### src/rtl/protection_code_parser_top_defines.svh
// Assertion macros for the protection code parser.
// Used by protection_code_parser_top.sv; relies on clk and arst_n in the including module.
`ifndef PROTECTION_CODE_PARSER_TOP_DEFINES_SVH
`define PROTECTION_CODE_PARSER_TOP_DEFINES_SVH

// Same-cycle implication, checked outside reset.
`define PCP_ASSERT_NOW(lbl, ante, cons, msg) \
	lbl: assert property (@(posedge clk) disable iff (!arst_n) (ante) |-> (cons)) \
		else $error(msg);

// Next-cycle implication, checked outside reset.
`define PCP_ASSERT_NEXT(lbl, ante, cons, msg) \
	lbl: assert property (@(posedge clk) disable iff (!arst_n) (ante) |=> (cons)) \
		else $error(msg);

`endif

### src/rtl/pcp_pkg.sv
// Package for the protection code parser: parse phase codes, character codes
// and small helper functions. No dependencies.
`default_nettype none

package pcp_pkg;

	localparam int PhaseW = 3;

	localparam logic [PhaseW-1:0] PH_START  = 3'd0;
	localparam logic [PhaseW-1:0] PH_SEP    = 3'd1;
	localparam logic [PhaseW-1:0] PH_CAT    = 3'd2;
	localparam logic [PhaseW-1:0] PH_ACCESS = 3'd3;
	localparam logic [PhaseW-1:0] PH_SKIP   = 3'd4;
	localparam logic [PhaseW-1:0] PH_DONE   = 3'd5;

	localparam logic [3:0] GROUP_MASK = 4'hF;

	localparam logic [7:0] CH_NUL    = 8'h00;
	localparam logic [7:0] CH_TAB    = 8'h09;
	localparam logic [7:0] CH_SPACE  = 8'h20;
	localparam logic [7:0] CH_LPAREN = 8'h28;
	localparam logic [7:0] CH_RPAREN = 8'h29;
	localparam logic [7:0] CH_COMMA  = 8'h2C;
	localparam logic [7:0] CH_COLON  = 8'h3A;
	localparam logic [7:0] CH_UP_D   = 8'h44;
	localparam logic [7:0] CH_UP_E   = 8'h45;
	localparam logic [7:0] CH_UP_G   = 8'h47;
	localparam logic [7:0] CH_UP_O   = 8'h4F;
	localparam logic [7:0] CH_UP_R   = 8'h52;
	localparam logic [7:0] CH_UP_S   = 8'h53;
	localparam logic [7:0] CH_UP_W   = 8'h57;
	localparam logic [7:0] CH_LO_A   = 8'h61;
	localparam logic [7:0] CH_LO_Z   = 8'h7A;
	localparam logic [7:0] CASE_DIFF = 8'h20;

	localparam logic [1:0] CAT_SYSTEM = 2'd0;
	localparam logic [1:0] CAT_OWNER  = 2'd1;
	localparam logic [1:0] CAT_GROUP  = 2'd2;
	localparam logic [1:0] CAT_WORLD  = 2'd3;

	// Folds lower-case ASCII letters onto upper case.
	function automatic logic [7:0] to_upper(input logic [7:0] c);
		logic [7:0] u;
		u = c;
		if (c >= CH_LO_A && c <= CH_LO_Z) begin
			u = c - CASE_DIFF;
		end
		return u;
	endfunction

	// Replaces the 4-bit group picked by sel with bits.
	function automatic logic [15:0] merge_group(input logic [15:0] word,
			input logic [1:0] sel, input logic [3:0] bits);
		logic [3:0] sh;
		sh = {sel, 2'b00};
		return (word & ~({12'h000, GROUP_MASK} << sh)) | ({12'h000, bits} << sh);
	endfunction

endpackage

`default_nettype wire

### src/rtl/protection_code_parser_top.sv
// Protection code parser: one input stage register, the parse state and a result register.
// Depends on pcp_pkg and protection_code_parser_top_defines.svh.
// The result register loads as a staged request carrying last leaves the input stage.
// Throughput: one request per cycle; the input stage stalls only while a finished result
// waits unaccepted in the output register and the staged request carries last.
// Reset (arst_n low, asynchronous): stages empty, parse at start, word zero, group all denied.
`default_nettype none

`include "protection_code_parser_top_defines.svh"

module protection_code_parser_top
	import pcp_pkg::*;
(
	input  wire logic        clk,
	input  wire logic        arst_n,
	input  wire logic        in_valid,
	output logic             in_ready,
	input  wire logic        first,
	input  wire logic [15:0] base_prot,
	input  wire logic [7:0]  char_code,
	input  wire logic        last,
	output logic             out_valid,
	input  wire logic        out_ready,
	output logic [15:0]      prot_word
);

	// Input stage: the request as accepted.
	logic        valid_s1;
	logic        first_s1;
	logic [15:0] base_s1;
	logic [7:0]  char_s1;
	logic        last_s1;

	// Parse state carried from one byte to the next.
	logic [PhaseW-1:0] phase_q;
	logic [15:0]       merged_q;
	logic [3:0]        pending_q;
	logic [1:0]        cat_q;

	// Result register.
	logic        out_valid_q;
	logic [15:0] prot_q;

	// The staged byte is consumed unless it would produce a result while the
	// output register is still full and not being emptied.
	logic advance;
	assign advance  = valid_s1 && (!last_s1 || !out_valid_q || out_ready);
	assign in_ready = !valid_s1 || advance;

	// Parse step for the staged byte.
	logic [PhaseW-1:0] ph_cur, ph_nxt;
	logic [15:0]       mw_cur, mw_nxt;
	logic [3:0]        pb_cur, pb_nxt;
	logic [1:0]        cs_cur, cs_nxt;
	logic [7:0]        up;
	logic              is_sep, is_end, is_cat;
	logic [1:0]        cat_code;
	logic [3:0]        acc_clr;
	logic [15:0]       result;

	always_comb begin
		// A first byte restarts the parse from the base word.
		ph_cur = first_s1 ? PH_START : phase_q;
		mw_cur = first_s1 ? base_s1 : merged_q;
		pb_cur = first_s1 ? GROUP_MASK : pending_q;
		cs_cur = first_s1 ? CAT_SYSTEM : cat_q;

		up     = to_upper(char_s1);
		is_sep = (char_s1 == CH_SPACE) || (char_s1 == CH_COMMA) || (char_s1 == CH_TAB);
		is_end = (char_s1 == CH_NUL) || (char_s1 == CH_RPAREN);
		is_cat = (up == CH_UP_S) || (up == CH_UP_O) || (up == CH_UP_G) || (up == CH_UP_W);

		priority if (up == CH_UP_S) begin
			cat_code = CAT_SYSTEM;
		end else if (up == CH_UP_O) begin
			cat_code = CAT_OWNER;
		end else if (up == CH_UP_G) begin
			cat_code = CAT_GROUP;
		end else begin
			cat_code = CAT_WORLD;
		end

		// Access letters clear their deny bit; anything else clears nothing.
		priority if (up == CH_UP_R) begin
			acc_clr = 4'b0001;
		end else if (up == CH_UP_W) begin
			acc_clr = 4'b0010;
		end else if (up == CH_UP_E) begin
			acc_clr = 4'b0100;
		end else if (up == CH_UP_D) begin
			acc_clr = 4'b1000;
		end else begin
			acc_clr = 4'b0000;
		end

		ph_nxt = ph_cur;
		mw_nxt = mw_cur;
		pb_nxt = pb_cur;
		cs_nxt = cs_cur;

		unique case (ph_cur)
			PH_START, PH_SEP: begin
				// A leading parenthesis is skipped only as the very first byte.
				priority if (ph_cur == PH_START && char_s1 == CH_LPAREN) begin
					ph_nxt = PH_SEP;
				end else if (is_sep) begin
					ph_nxt = PH_SEP;
				end else if (is_end) begin
					ph_nxt = PH_DONE;
				end else if (is_cat) begin
					cs_nxt = cat_code;
					pb_nxt = GROUP_MASK;
					ph_nxt = PH_CAT;
				end else begin
					ph_nxt = PH_SKIP;
				end
			end
			PH_CAT, PH_ACCESS: begin
				// A colon right after the category letter is optional.
				priority if (ph_cur == PH_CAT && char_s1 == CH_COLON) begin
					ph_nxt = PH_ACCESS;
				end else if (is_end || char_s1 == CH_COMMA || char_s1 == CH_SPACE) begin
					mw_nxt = merge_group(mw_cur, cs_cur, pb_cur);
					ph_nxt = is_end ? PH_DONE : PH_SEP;
				end else begin
					pb_nxt = pb_cur & ~acc_clr;
					ph_nxt = PH_ACCESS;
				end
			end
			PH_SKIP: begin
				// Unknown category text runs to a comma or the end of the text.
				priority if (is_end) begin
					ph_nxt = PH_DONE;
				end else if (char_s1 == CH_COMMA) begin
					ph_nxt = PH_SEP;
				end else begin
					ph_nxt = PH_SKIP;
				end
			end
			default: begin
				ph_nxt = PH_DONE;
			end
		endcase

		// An unterminated category is folded into the result.
		if (ph_nxt == PH_CAT || ph_nxt == PH_ACCESS) begin
			result = merge_group(mw_nxt, cs_nxt, pb_nxt);
		end else begin
			result = mw_nxt;
		end
	end

	// Input stage.
	always_ff @(posedge clk or negedge arst_n) begin
		if (!arst_n) begin
			valid_s1 <= 1'b0;
		end else if (in_ready) begin
			valid_s1 <= in_valid;
		end
	end

	always_ff @(posedge clk) begin
		if (in_ready && in_valid) begin
			first_s1 <= first;
			base_s1  <= base_prot;
			char_s1  <= char_code;
			last_s1  <= last;
		end
	end

	// Parse state.
	always_ff @(posedge clk or negedge arst_n) begin
		if (!arst_n) begin
			phase_q   <= PH_START;
			merged_q  <= 16'h0000;
			pending_q <= GROUP_MASK;
			cat_q     <= CAT_SYSTEM;
		end else if (advance) begin
			phase_q   <= ph_nxt;
			merged_q  <= mw_nxt;
			pending_q <= pb_nxt;
			cat_q     <= cs_nxt;
		end
	end

	// Result register.
	always_ff @(posedge clk or negedge arst_n) begin
		if (!arst_n) begin
			out_valid_q <= 1'b0;
		end else if (advance && last_s1) begin
			out_valid_q <= 1'b1;
		end else if (out_ready) begin
			out_valid_q <= 1'b0;
		end
	end

	always_ff @(posedge clk) begin
		if (advance && last_s1) begin
			prot_q <= result;
		end
	end

	assign out_valid = out_valid_q;
	assign prot_word = prot_q;

	`PCP_ASSERT_NEXT(a_last_gives_result, advance && last_s1, out_valid_q,
		"a last byte did not produce a result")
	`PCP_ASSERT_NOW(a_stall_blocks_input, valid_s1 && !advance, !in_ready,
		"input accepted while the staged byte is stalled")
	`PCP_ASSERT_NEXT(a_done_holds_word, advance && !first_s1 && phase_q == PH_DONE,
		$stable(merged_q) && phase_q == PH_DONE, "parse state changed after the end of text")
	`PCP_ASSERT_NEXT(a_first_paren, advance && first_s1 && char_s1 == CH_LPAREN,
		phase_q == PH_SEP && merged_q == $past(base_s1), "leading parenthesis mishandled")

endmodule

`default_nettype wire

### config.mk
export PLATFORM = sky130hd
export DESIGN_NAME = protection_code_parser_top
export DESIGN_NICKNAME = d
export VERILOG_FILES = /design/src/rtl/pcp_pkg.sv /design/src/rtl/protection_code_parser_top.sv
export VERILOG_INCLUDE_DIRS = /design/src /design/src/rtl
export SDC_FILE = /design/constraint.sdc
export NUM_CORES = 1
export LEC_CHECK = 0
export ABC_CLOCK_PERIOD_IN_PS = 2500
export BUFFER_PORTS_ARGS = -buffer_cell sky130_fd_sc_hd__buf_2
export CAP_MARGIN = 20
export CORE_MARGIN = 10
export CORE_UTILIZATION = 54
export CTS_BUF_LIST = sky130_fd_sc_hd__clkbuf_4 sky130_fd_sc_hd__clkbuf_8
export DETAILED_ROUTE_END_ITERATION = 8
export GPL_ROUTABILITY_DRIVEN = 0
export PLACE_DENSITY = 0.76
export SLEW_MARGIN = 20
export SYNTH_ARGS = -nofsm -noshare
export SYNTH_HDL_FRONTEND = slang
export SYNTH_SLANG_ARGS = --single-unit
export TNS_END_PERCENT = 5
### constraint.sdc
create_clock -name clk -period 2.5 [get_ports clk]
set_input_delay 0 -clock clk [delete_from_list [all_inputs] [get_ports clk]]
set_output_delay 0 -clock clk [all_outputs]
set_load 0.01 [all_outputs]
==> results.tsv, run 1 <==
stage	metric	value	unit
power_and_ir_drop	Clk pwr share	37.4	%
floorplan	Die Ht	99.64	um
sta	Hold Fails Final Rpt	0	
synthesis	list of most frequent post-synthesis cells	edfxtp_1, nand2_1, dfrtp_1, mux2i_1	
place	Area after DPL	3819	um2
drt	DRT antenna net count	0	
floorplan	core area	6026	um2
floorplan	Die ar.	9927	um2
synthesis	Post-Syn Area	3425	um2
critical_path	WS Path Type	reg2reg	
clock_network	CTS tree	built	
floorplan	num rows	28	
synthesis	ys async rst share	39.13	%
critical_path	FF-to-FF End	prot_word[5]	
power_and_ir_drop	NetSw	0.7261	mW
finish	post-route cell area	4363	um2
sta	fmax	410.0	MHz
sta	max-slew violations	0	
clock_network	Sink Count	69	
drt	drc violations	0	
power_and_ir_drop	LEAKAGE	1.710	nW
finish	Layout Nets	409	
synthesis	top-count cell post-synth	edfxtp_1	
critical_path	Worst setup SP type	flop	
finish	area grow syn2layout	27.40	%
power_and_ir_drop	worst vdd ir	0.4832	mV
sta	Slew HR	46.72	%
clock_network	H-tree levels	3	
floorplan	die width	99.64	um
drt	Detailed Route WL	8547	um
critical_path	R2R setup slack	0.06	ns
sta	Slew @ Worst Pin	0.7992	ns
synthesis	Synth warnings	0	
global_routing	first-pass GRT wire length	14150	um
power_and_ir_drop	Combinational Power Share	14.5	%
critical_path	Reg2Reg Launch Point	char_s1[5]	
clock_network	CTS Buf Count	9	
critical_path	Max FO, Critical Path	4	
synthesis	largest cells by area after synthesis	edfxtp_1, dfrtp_1, mux2i_1, mux2_2, dfstp_2	
power_and_ir_drop	Flop pwr share	48.0	%
clock_network	worst skew pair latency	0.35	ns
run	max cap viols	0	
sta	unrepaired setup endpoints after global routing	yes	
synthesis	Yosys top cell area share	36.83	%
worst_hold_path	WHS Path Cells	3	
place	post-placement worst setup slack	0.1257	ns
drt	drt wl/cell	18.70	um
global_routing	initial antenna violation count	0	
clock_network	clock tree root driver cell	clkbuf_8	
synthesis	count of different cell masters after synthesis	50	
global_routing	Remaining Overflow, GRT	0	
drt	mean number of vias per cell	5.908	
synthesis	Synth Register Bits	69	
synthesis	Main synth FF type	edfxtp_1	
place	Post-DP HPWL	5936	um
drt	drt first pass iters	5	
synthesis	Mapped Cells	287	
outcome	run status	complete, no violations	
global_routing	vias in the first global route	2739	
synthesis	Mapped Avg Cell Area	11.93	um2
sta	clock skew	0.008848	ns
power_and_ir_drop	Sw Share	24.97	%
floorplan	Initial Utilization	56.83	%
worst_hold_path	hold path endpoint	out_valid	
finish	Post-Route Utilization	72.40	%
synthesis	Synth Net Count	319	
power_and_ir_drop	Int Power	2.181	mW
floorplan	total I/O pin count	48	
finish	Inserted Diodes	0	
worst_hold_path	HP Class	in2reg	
synthesis	register area share after synthesis	56.70	%
worst_hold_path	worst hold start	out_ready	
finish	share of layout cells above drive strength 1	29.32	%
sta	final number of setup-violating endpoints	0	
synthesis	Post-synth EDFFs	42	
clock_network	CTS clock-pin slew for the worst setup and hold paths	0.08	ns
synthesis	dominant cell type by area after synthesis	edfxtp_1	
critical_path	Worst setup EP type	flop	
drt	drt first-iter violations	204	
global_routing	Tot GR Track Use	17.80	%
place	PortBufs	47	
power_and_ir_drop	PD cells	666.3	nW/um2
sta	period utilization	97.56	%
clock_network	worst-case clock buffer depth	2	
drt	routed vias	2700	
global_routing	largest net degree at the start of global routing	28	
critical_path	Required @ worst endpoint	2.68	ns
sta	Worst Slack Setup Final	0.06106	ns
sta	Final min period	2.439	ns
critical_path	worst reg2reg path depth	9	
critical_path	Arr. time, crit path	2.61	ns
[per-stage QoR]
stage	setup TNS (ns)	total power [mW]	hold slack, ns	instances
detailed placement	0	1.797	0.05958	412
CTS	0	2.896	0.07095	457
global route	-0.1007	3.016	0.1226	457
floorplan	0	1.654	-0.2956	287
global placement	0	1.777	0.05668	412
finish	0	2.907	0.08235	457
[registers in the layout, summed over array words and instances (netlist names)]
register and cells:
out_valid 1, last_s1 1, pending_q 4, base_s1 16
prot_word 16, first_s1 1, char_s1 8, cat_q 2
merged_q 16, phase_q 3, valid_s1 1
[repair_timing]
action	CTS	global route
gates resized for setup	0	2
setup endpoints to repair	0	15
setup buffers	0	0
endpoints found under the hold margin	50	0
hold buffers	29	0
[layout make-up]
| class | count | area [um2] |
|---|---|---|
| clock buffer | 12 | 165.2 |
| inverter | 5 | 18.77 |
| fill | 419 | 1663 |
| multi-input combinational | 200 | 1420 |
| timing repair buffer | 92 | 645.6 |
| clock inverter | 4 | 77.57 |
| tap | 75 | 93.84 |
| sequential | 69 | 1942 |
[how the worst max path moves through the flow]
| stage | startpoint | to | depth (start not counted) |
|---|---|---|---|
| 2_1_floorplan | char_s1[5] | prot_word[0] | 8 |
| 3_3_place_gp | char_s1[5] | prot_word[1] | 8 |
| 3_5_place_dp | char_s1[3] | prot_word[9] | 6 |
| 4_1_cts | char_s1[5] | prot_word[15] | 8 |
| 5_1_grt | char_s1[5] | prot_word[5] | 9 |
| 6_report | char_s1[5] | prot_word[5] | 9 |
[kinds of logic after synthesis]
group	after synthesis	share of synthesized area [%]
mux	39	11.98
simple gates	83	13.70
compound gates	73	13.96
xor+xnor	3	0.7674
buf+inv	18	2.156
fa+ha+maj	2	0.7306
flops	69	56.70
[power by group through the flow]
stage                     combinational [mW]  sequential (mW)  clock, mW
after floorplan                        0.240             1.41          0
after global placement                 0.364             1.41          0
after detailed placement               0.378             1.42          0
after CTS                              0.416             1.40       1.08
after global routing                   0.470             1.41       1.14
final                                  0.422             1.40       1.09
[metal layers]
| metal | part of all wire [%] | GRT usage, % |
|---|---|---|
| met1 | 45 | 22.79 |
| met2 | 45 | 27.51 |
| met3 | 8.5 | 5.675 |
| met4 | 1.4 | 6.505 |
| met5 | 0 | 0 |
[placed cells by master, fill, tap and decap left out, drive strengths merged, types with 2 or more instances in the layout]
| master | n |
|---|---|
| a21oi | 18 |
| a22o | 3 |
| a31oi | 5 |
| and2 | 6 |
| buf | 63 |
| bufinv | 2 |
| clkbuf | 12 |
| dfrtp | 23 |
| dfstp | 4 |
| dlygate4sd3 | 29 |
| edfxtp | 42 |
| ha | 2 |
| inv | 6 |
| mux2 | 16 |
| mux2i | 23 |
| nand2 | 25 |
| nand2b | 5 |
| nand3 | 7 |
| nand4 | 3 |
| nand4b | 3 |
| nor2 | 11 |
| nor2b | 6 |
| nor3 | 5 |
| nor3b | 4 |
| nor4 | 2 |
| o21a | 2 |
| o21ai | 21 |
| o22a | 8 |
| o22ai | 8 |
| xor2 | 3 |
[worst max-delay path, cell delays in order (launching register included)]
cell,delay [ns]
edfxtp_1,0.35
inv_1,0.07
ha_1,0.21
xor2_1,0.14
o21a_1,0.21
nor4_4,0.25
buf_4,0.18
nand4_1,0.17
o21ai_2,0.38
mux2i_1,0.31
Power figures use the tool's default switching activity.
==> run 2, diff against run 1 <==
--- a/config.mk
+++ b/config.mk
@@ -12,9 +12,11 @@
 export CORE_MARGIN = 10
 export CORE_UTILIZATION = 54
 export CTS_BUF_LIST = sky130_fd_sc_hd__clkbuf_4 sky130_fd_sc_hd__clkbuf_8
+export CTS_CLUSTER_DIAMETER = 200
 export DETAILED_ROUTE_END_ITERATION = 8
 export GPL_ROUTABILITY_DRIVEN = 0
 export PLACE_DENSITY = 0.76
+export REMOVE_ABC_BUFFERS = 1
 export SLEW_MARGIN = 20
 export SYNTH_ARGS = -nofsm -noshare
 export SYNTH_HDL_FRONTEND = slang
==> run 2 against run 1 <==
Net effect:
- the flow now finishes with violations (setup timing)
- clock skew up 0.0016 ns
- via count grew 0.96%
- count of clock-buffer cells in the layout fell by 3
==> results.tsv, run 2 (synthesized netlist as in run 1, its figures left out) <==
stage	metric	value	unit
outcome	run status	complete, but fails checks	
outcome	failing checks	setup timing	
global_routing	first-pass GRT wire length	14060	um
clock_network	CTS Buf Count	9	
power_and_ir_drop	total power	2.653	mW
power_and_ir_drop	NetSw	0.7443	mW
worst_hold_path	HP Class	in2reg	
floorplan	Initial Utilization	56.83	%
finish	Reg area	1942	um2
drt	drc violations	0	
drt	mean number of vias per cell	5.837	
drt	DRT antenna net count	0	
sta	Worst Slack Setup Final	-0.01946	ns
sta	final number of setup-violating endpoints	4	
power_and_ir_drop	Sw Share	28.06	%
finish	non-filler cells, final	467	
power_and_ir_drop	LEAKAGE	1.739	nW
sta	setup TNS	-0.04381	ns
power_and_ir_drop	PD cells	603.0	nW/um2
sta	Final min period	2.519	ns
clock_network	CTS tree	built	
power_and_ir_drop	Clk pwr share	31.0	%
drt	Detailed Route WL	8668	um
sta	Slew @ Worst Pin	0.8497	ns
global_routing	Remaining Overflow, GRT	0	
drt	drt wl/cell	18.56	um
finish	Layout Nets	419	
finish	post-route cell area	4399	um2
place	Post-DP HPWL	5896	um
global_routing	largest net degree at the start of global routing	28	
clock_network	H-tree levels	3	
run	max cap viols	0	
global_routing	initial antenna violation count	0	
sta	Hold Fails Final Rpt	0	
drt	routed vias	2726	
critical_path	R2R setup slack	-0.02	ns
finish	commonest cells after routing, fill and taps aside	buf_2, edfxtp_1, dlygate4sd3_1, buf_4, nand2_1	
sta	clock skew	0.01041	ns
power_and_ir_drop	Flop pwr share	52.8	%
critical_path	WS Path Type	reg2reg	
floorplan	Die Ht	99.64	um
finish	share of layout cells above drive strength 1	31.38	%
place	PortBufs	47	
sta	period utilization	100.8	%
global_routing	Tot GR Track Use	17.58	%
sta	Final Hold Slack	0.1084	ns
power_and_ir_drop	Combinational Power Share	16.2	%
sta	Slew HR	43.36	%
sta	fmax	396.9	MHz
clock_network	Sink Count	69	
sta	max-slew violations	0	
power_and_ir_drop	Int Power	1.909	mW
floorplan	num rows	28	
drt	drt first pass iters	6	
clock_network	CTS clock-pin slew for the worst setup and hold paths	0.07	ns
place	Placed Cells incl. Taps	419	
critical_path	Worst setup EP type	flop	
clock_network	clock tree root driver cell	clkbuf_8	
clock_network	worst-case clock buffer depth	2	
finish	area grow syn2layout	28.46	%
finish	commonest non-fill, non-tap cell in the layout	buf_2	
critical_path	Worst setup SP type	flop	
floorplan	Die ar.	9927	um2
power_and_ir_drop	worst vdd ir	0.5104	mV
critical_path	Required @ worst endpoint	2.60	ns
clock_network	worst skew pair latency	0.36	ns
critical_path	Arr. time, crit path	2.62	ns
critical_path	Max FO, Critical Path	5	
floorplan	core area	6026	um2
place	Area after DPL	3871	um2
finish	Multi-input gate area	1451	um2
floorplan	total I/O pin count	48	
finish	Layout fillers	425	
finish	Inserted Diodes	0	
sta	unrepaired setup endpoints after global routing	yes	
drt	drt first-iter violations	178	
global_routing	vias in the first global route	2785	
floorplan	die width	99.64	um
==> run 2: cell count changes in the layout (fill, tap and decap cells not counted), moves of 3 or more <==
cell / delta
buf_4: +10
clkbuf_8: -3
clkinv_2: +3
mux2_2: -4
mux2_4: +4
==> run 2: final timing paths <==
check | start | to | cells past startpoint
max in group asynchronous | arst_n | merged_q[0] | 2
min | out_ready | out_valid | 3
max reg2reg | char_s1[6] | prot_word[0] | 8
min in group asynchronous | arst_n | phase_q[0] | 2
max | char_s1[6] | prot_word[0] | 8
min reg2reg | merged_q[7] | merged_q[7] | 2
==> run 2: power groups by stage <==
stage / combinational, mW / clock (mW) / sequential (mW)
after global routing: 0.474 / 0.891 / 1.41
after global placement: 0.360 / 0 / 1.42
after detailed placement: 0.377 / 0 / 1.42
after CTS: 0.414 / 0.832 / 1.40
after floorplan: 0.217 / 0 / 1.43
final: 0.429 / 0.823 / 1.40
==> run 2: what timing repair did <==
action                                  4_1_cts  5_1_grt
hold buffers                                 29        0
endpoints found under the setup margin        0        6
setup buffers                                 0        3
gates resized for setup                       0        9
hold endpoints to repair                     50        0
==> run 2: stage by stage <==
step                util [%]  worst slack (ns)
floorplan                  -            0.1029
global placement       64.24            0.1221
detailed placement     64.24           0.03462
CTS                    71.93           0.02822
global route           73.01          -0.08562
finish                 73.01          -0.01946
==> run 2: cell type report <==
type	count	share of cell area, %
Tap cell	75	2.133
Multi-Input combinational cell	200	32.99
Clock inverter	7	1.109
Inverter	5	0.4266
Sequential cell	69	44.14
Timing Repair Buffer	102	16.38
Clock buffer	9	2.816
==> run 2: worst max-delay path: stages, from the launching register on <==
cell and delay, ns:
edfxtp_1 0.35, inv_1 0.08, ha_4 0.17, xor2_2 0.14, o21a_1 0.23, nor4_4 0.38
nand4b_1 0.25, o22ai_4 0.33, mux2_4 0.34
==> run 2: per-layer routing <==
metal  global-route usage [%]  share of wire [%]
met1                    22.08                 43
met2                    28.61                 49
met3                    5.260                6.2
met4                    4.961                2.0
met5                        0                  0
==> run 3, diff against run 2 <==
--- a/config.mk
+++ b/config.mk
@@ -9,7 +9,7 @@
 export ABC_CLOCK_PERIOD_IN_PS = 2500
 export BUFFER_PORTS_ARGS = -buffer_cell sky130_fd_sc_hd__buf_2
 export CAP_MARGIN = 20
-export CORE_MARGIN = 10
+export CORE_MARGIN = 2
 export CORE_UTILIZATION = 54
 export CTS_BUF_LIST = sky130_fd_sc_hd__clkbuf_4 sky130_fd_sc_hd__clkbuf_8
 export CTS_CLUSTER_DIAMETER = 200
==> run 3 against run 2 <==
Net effect:
- core utilization is 1.5 points lower
- clock power is 37% higher
- first-iteration DRC count is 90% higher
- the flow now finishes without violations
- setup slack better by 0.025 ns
- fmax is 0.99% higher
- largest cell class unchanged
==> results.tsv, run 3 (synthesized netlist as in run 1, its figures left out) <==
stage	metric	value	unit
place	post-placement worst setup slack	0.05988	ns
finish	Inserted Diodes	0	
floorplan	total I/O pin count	48	
sta	clock skew	0.008125	ns
finish	Post-Route Utilization	71.55	%
finish	commonest cells after routing, fill and taps aside	buf_2, edfxtp_1, dlygate4sd3_1, nand2_1, buf_4	
clock_network	CTS tree	built	
finish	non-filler cells, final	467	
worst_hold_path	hold path endpoint	out_valid	
global_routing	Tot GR Track Use	25.05	%
clock_network	worst-case clock buffer depth	2	
critical_path	Arr. time, crit path	2.59	ns
worst_hold_path	worst hold start	out_ready	
floorplan	Initial Utilization	54.87	%
critical_path	FF-to-FF End	prot_word[0]	
floorplan	die width	83.64	um
sta	setup TNS	0	ns
sta	Final min period	2.495	ns
critical_path	Required @ worst endpoint	2.60	ns
global_routing	Remaining Overflow, GRT	0	
clock_network	CTS Buf Count	9	
clock_network	Sink Count	69	
critical_path	Reg2Reg Launch Point	char_s1[5]	
drt	drt first pass iters	5	
run	max cap viols	0	
sta	final number of setup-violating endpoints	0	
floorplan	num rows	29	
power_and_ir_drop	PD cells	662.1	nW/um2
place	Post-DP HPWL	5457	um
place	Placed Cells incl. Taps	418	
sta	Final Hold Slack	0.09941	ns
critical_path	crit path cell chain	inv_2, ha_4, xor2_1, o21a_1, nor4_4, nand4b_1, o22ai_4, mux2_4	
critical_path	Max FO, Critical Path	4	
power_and_ir_drop	LEAKAGE	1.760	nW
drt	mean number of vias per cell	5.983	
outcome	run status	complete, no violations	
critical_path	WS Path Type	reg2reg	
critical_path	R2R setup slack	0.005	ns
global_routing	initial antenna violation count	0	
drt	routed vias	2794	
sta	Worst Slack Setup Final	0.005266	ns
finish	Layout fillers	447	
drt	DRT antenna net count	0	
critical_path	slowest CP cell	nor4_4	
sta	unrepaired setup endpoints after global routing	yes	
critical_path	worst reg2reg path depth	8	
finish	Multi-input gate area	1458	um2
global_routing	first-pass GRT wire length	13520	um
finish	area grow syn2layout	30.40	%
drt	drt wl/cell	18.46	um
clock_network	worst skew pair latency	0.35	ns
finish	post-route cell area	4466	um2
worst_hold_path	HP Class	in2reg	
finish	Layout Nets	417	
floorplan	core area	6241	um2
worst_hold_path	WHS Path Cells	3	
power_and_ir_drop	total power	2.957	mW
sta	fmax	400.8	MHz
drt	top routing layer used	met4	
sta	Hold Fails Final Rpt	0	
power_and_ir_drop	worst vdd ir	0.4795	mV
sta	period utilization	99.79	%
critical_path	Worst setup SP type	flop	
critical_path	slowest stage delay, CP	0.38	ns
drt	drt first-iter violations	339	
clock_network	H-tree levels	3	
clock_network	clock tree root driver cell	clkbuf_8	
clock_network	CTS clock-pin slew for the worst setup and hold paths	0.08	ns
drt	drc violations	0	
drt	Detailed Route WL	8622	um
global_routing	largest net degree at the start of global routing	28	
sta	Slew HR	41.79	%
finish	commonest non-fill, non-tap cell in the layout	buf_2	
floorplan	Die Ht	83.64	um
floorplan	Die ar.	6995	um2
sta	Slew @ Worst Pin	0.8732	ns
critical_path	Worst setup EP type	flop	
drt	met2 routed WL	4252	um
finish	share of layout cells above drive strength 1	31.54	%
drt	routed wl met3	667	um
drt	wl on met1	3581	um
sta	max-slew violations	0	
place	PortBufs	47	
place	Area after DPL	3851	um2
finish	Reg area	1942	um2
global_routing	vias in the first global route	2705	
==> run 3: cell count changes in the layout (fill, tap and decap cells not counted) <==
cell | previous run | this run
a21o_1 | 1 | 0
a21o_2 | 0 | 1
buf_4 | 26 | 24
bufinv_16 | 0 | 3
clkinv_2 | 3 | 1
clkinvlp_4 | 1 | 0
inv_1 | 4 | 3
inv_2 | 1 | 2
nor3_1 | 5 | 4
nor3_2 | 0 | 1
o22ai_2 | 2 | 1
o22ai_4 | 1 | 2
xor2_1 | 2 | 3
xor2_2 | 1 | 0
==> run 3: what timing repair did <==
| action | 4_1_cts | 5_1_grt |
|---|---|---|
| gates resized for setup | 0 | 12 |
| buffers inserted | 0 | 4 |
| endpoints found under the setup margin | 0 | 8 |
| endpoints found under the hold margin | 50 | 0 |
| hold buffers | 29 | 0 |
==> run 3: how the worst max path moves through the flow <==
stage	startpoint	end	cells after the start
after CTS	char_s1[5]	prot_word[1]	8
after global routing	char_s1[5]	prot_word[3]	8
after floorplan	char_s1[5]	prot_word[0]	8
after detailed placement	char_s1[5]	prot_word[2]	8
final	char_s1[5]	prot_word[0]	8
after global placement	char_s1[0]	prot_word[4]	6
==> run 3: area by class of cell <==
| class | instances | share of cell area, % |
|---|---|---|
| Timing Repair Buffer | 100 | 15.80 |
| Clock buffer | 9 | 2.774 |
| Clock inverter | 7 | 2.718 |
| Tap cell | 77 | 2.157 |
| Multi-Input combinational cell | 200 | 32.64 |
| Inverter | 5 | 0.4203 |
| Sequential cell | 69 | 43.49 |
==> run 3: where the power goes <==
part	switching, mW	leakage [nW]	internal [mW]
clock	0.458	0.124	0.670
sequential	0.0624	0.725	1.34
combinational	0.223	0.910	0.207
total	0.743	1.76	2.21
==> run 3: metal layers <==
layer  GRT usage, %  up-vias
met1          33.73     1358
li1               -     1281
met5              0        -
met4          7.625        0
met2          40.87      139
met3          5.638       16
==> run 3: worst max-delay path, delay by kind of cell (launching register included) <==
kind,cells,cell delay (ns)
and+or+nand+nor,2,0.62
AOI/OAI and AO/OA,2,0.56
DFF,1,0.37
muxes,1,0.33
adders and majority gates,1,0.16
xor gates and xnor gates,1,0.14
buffers and inverters,1,0.07
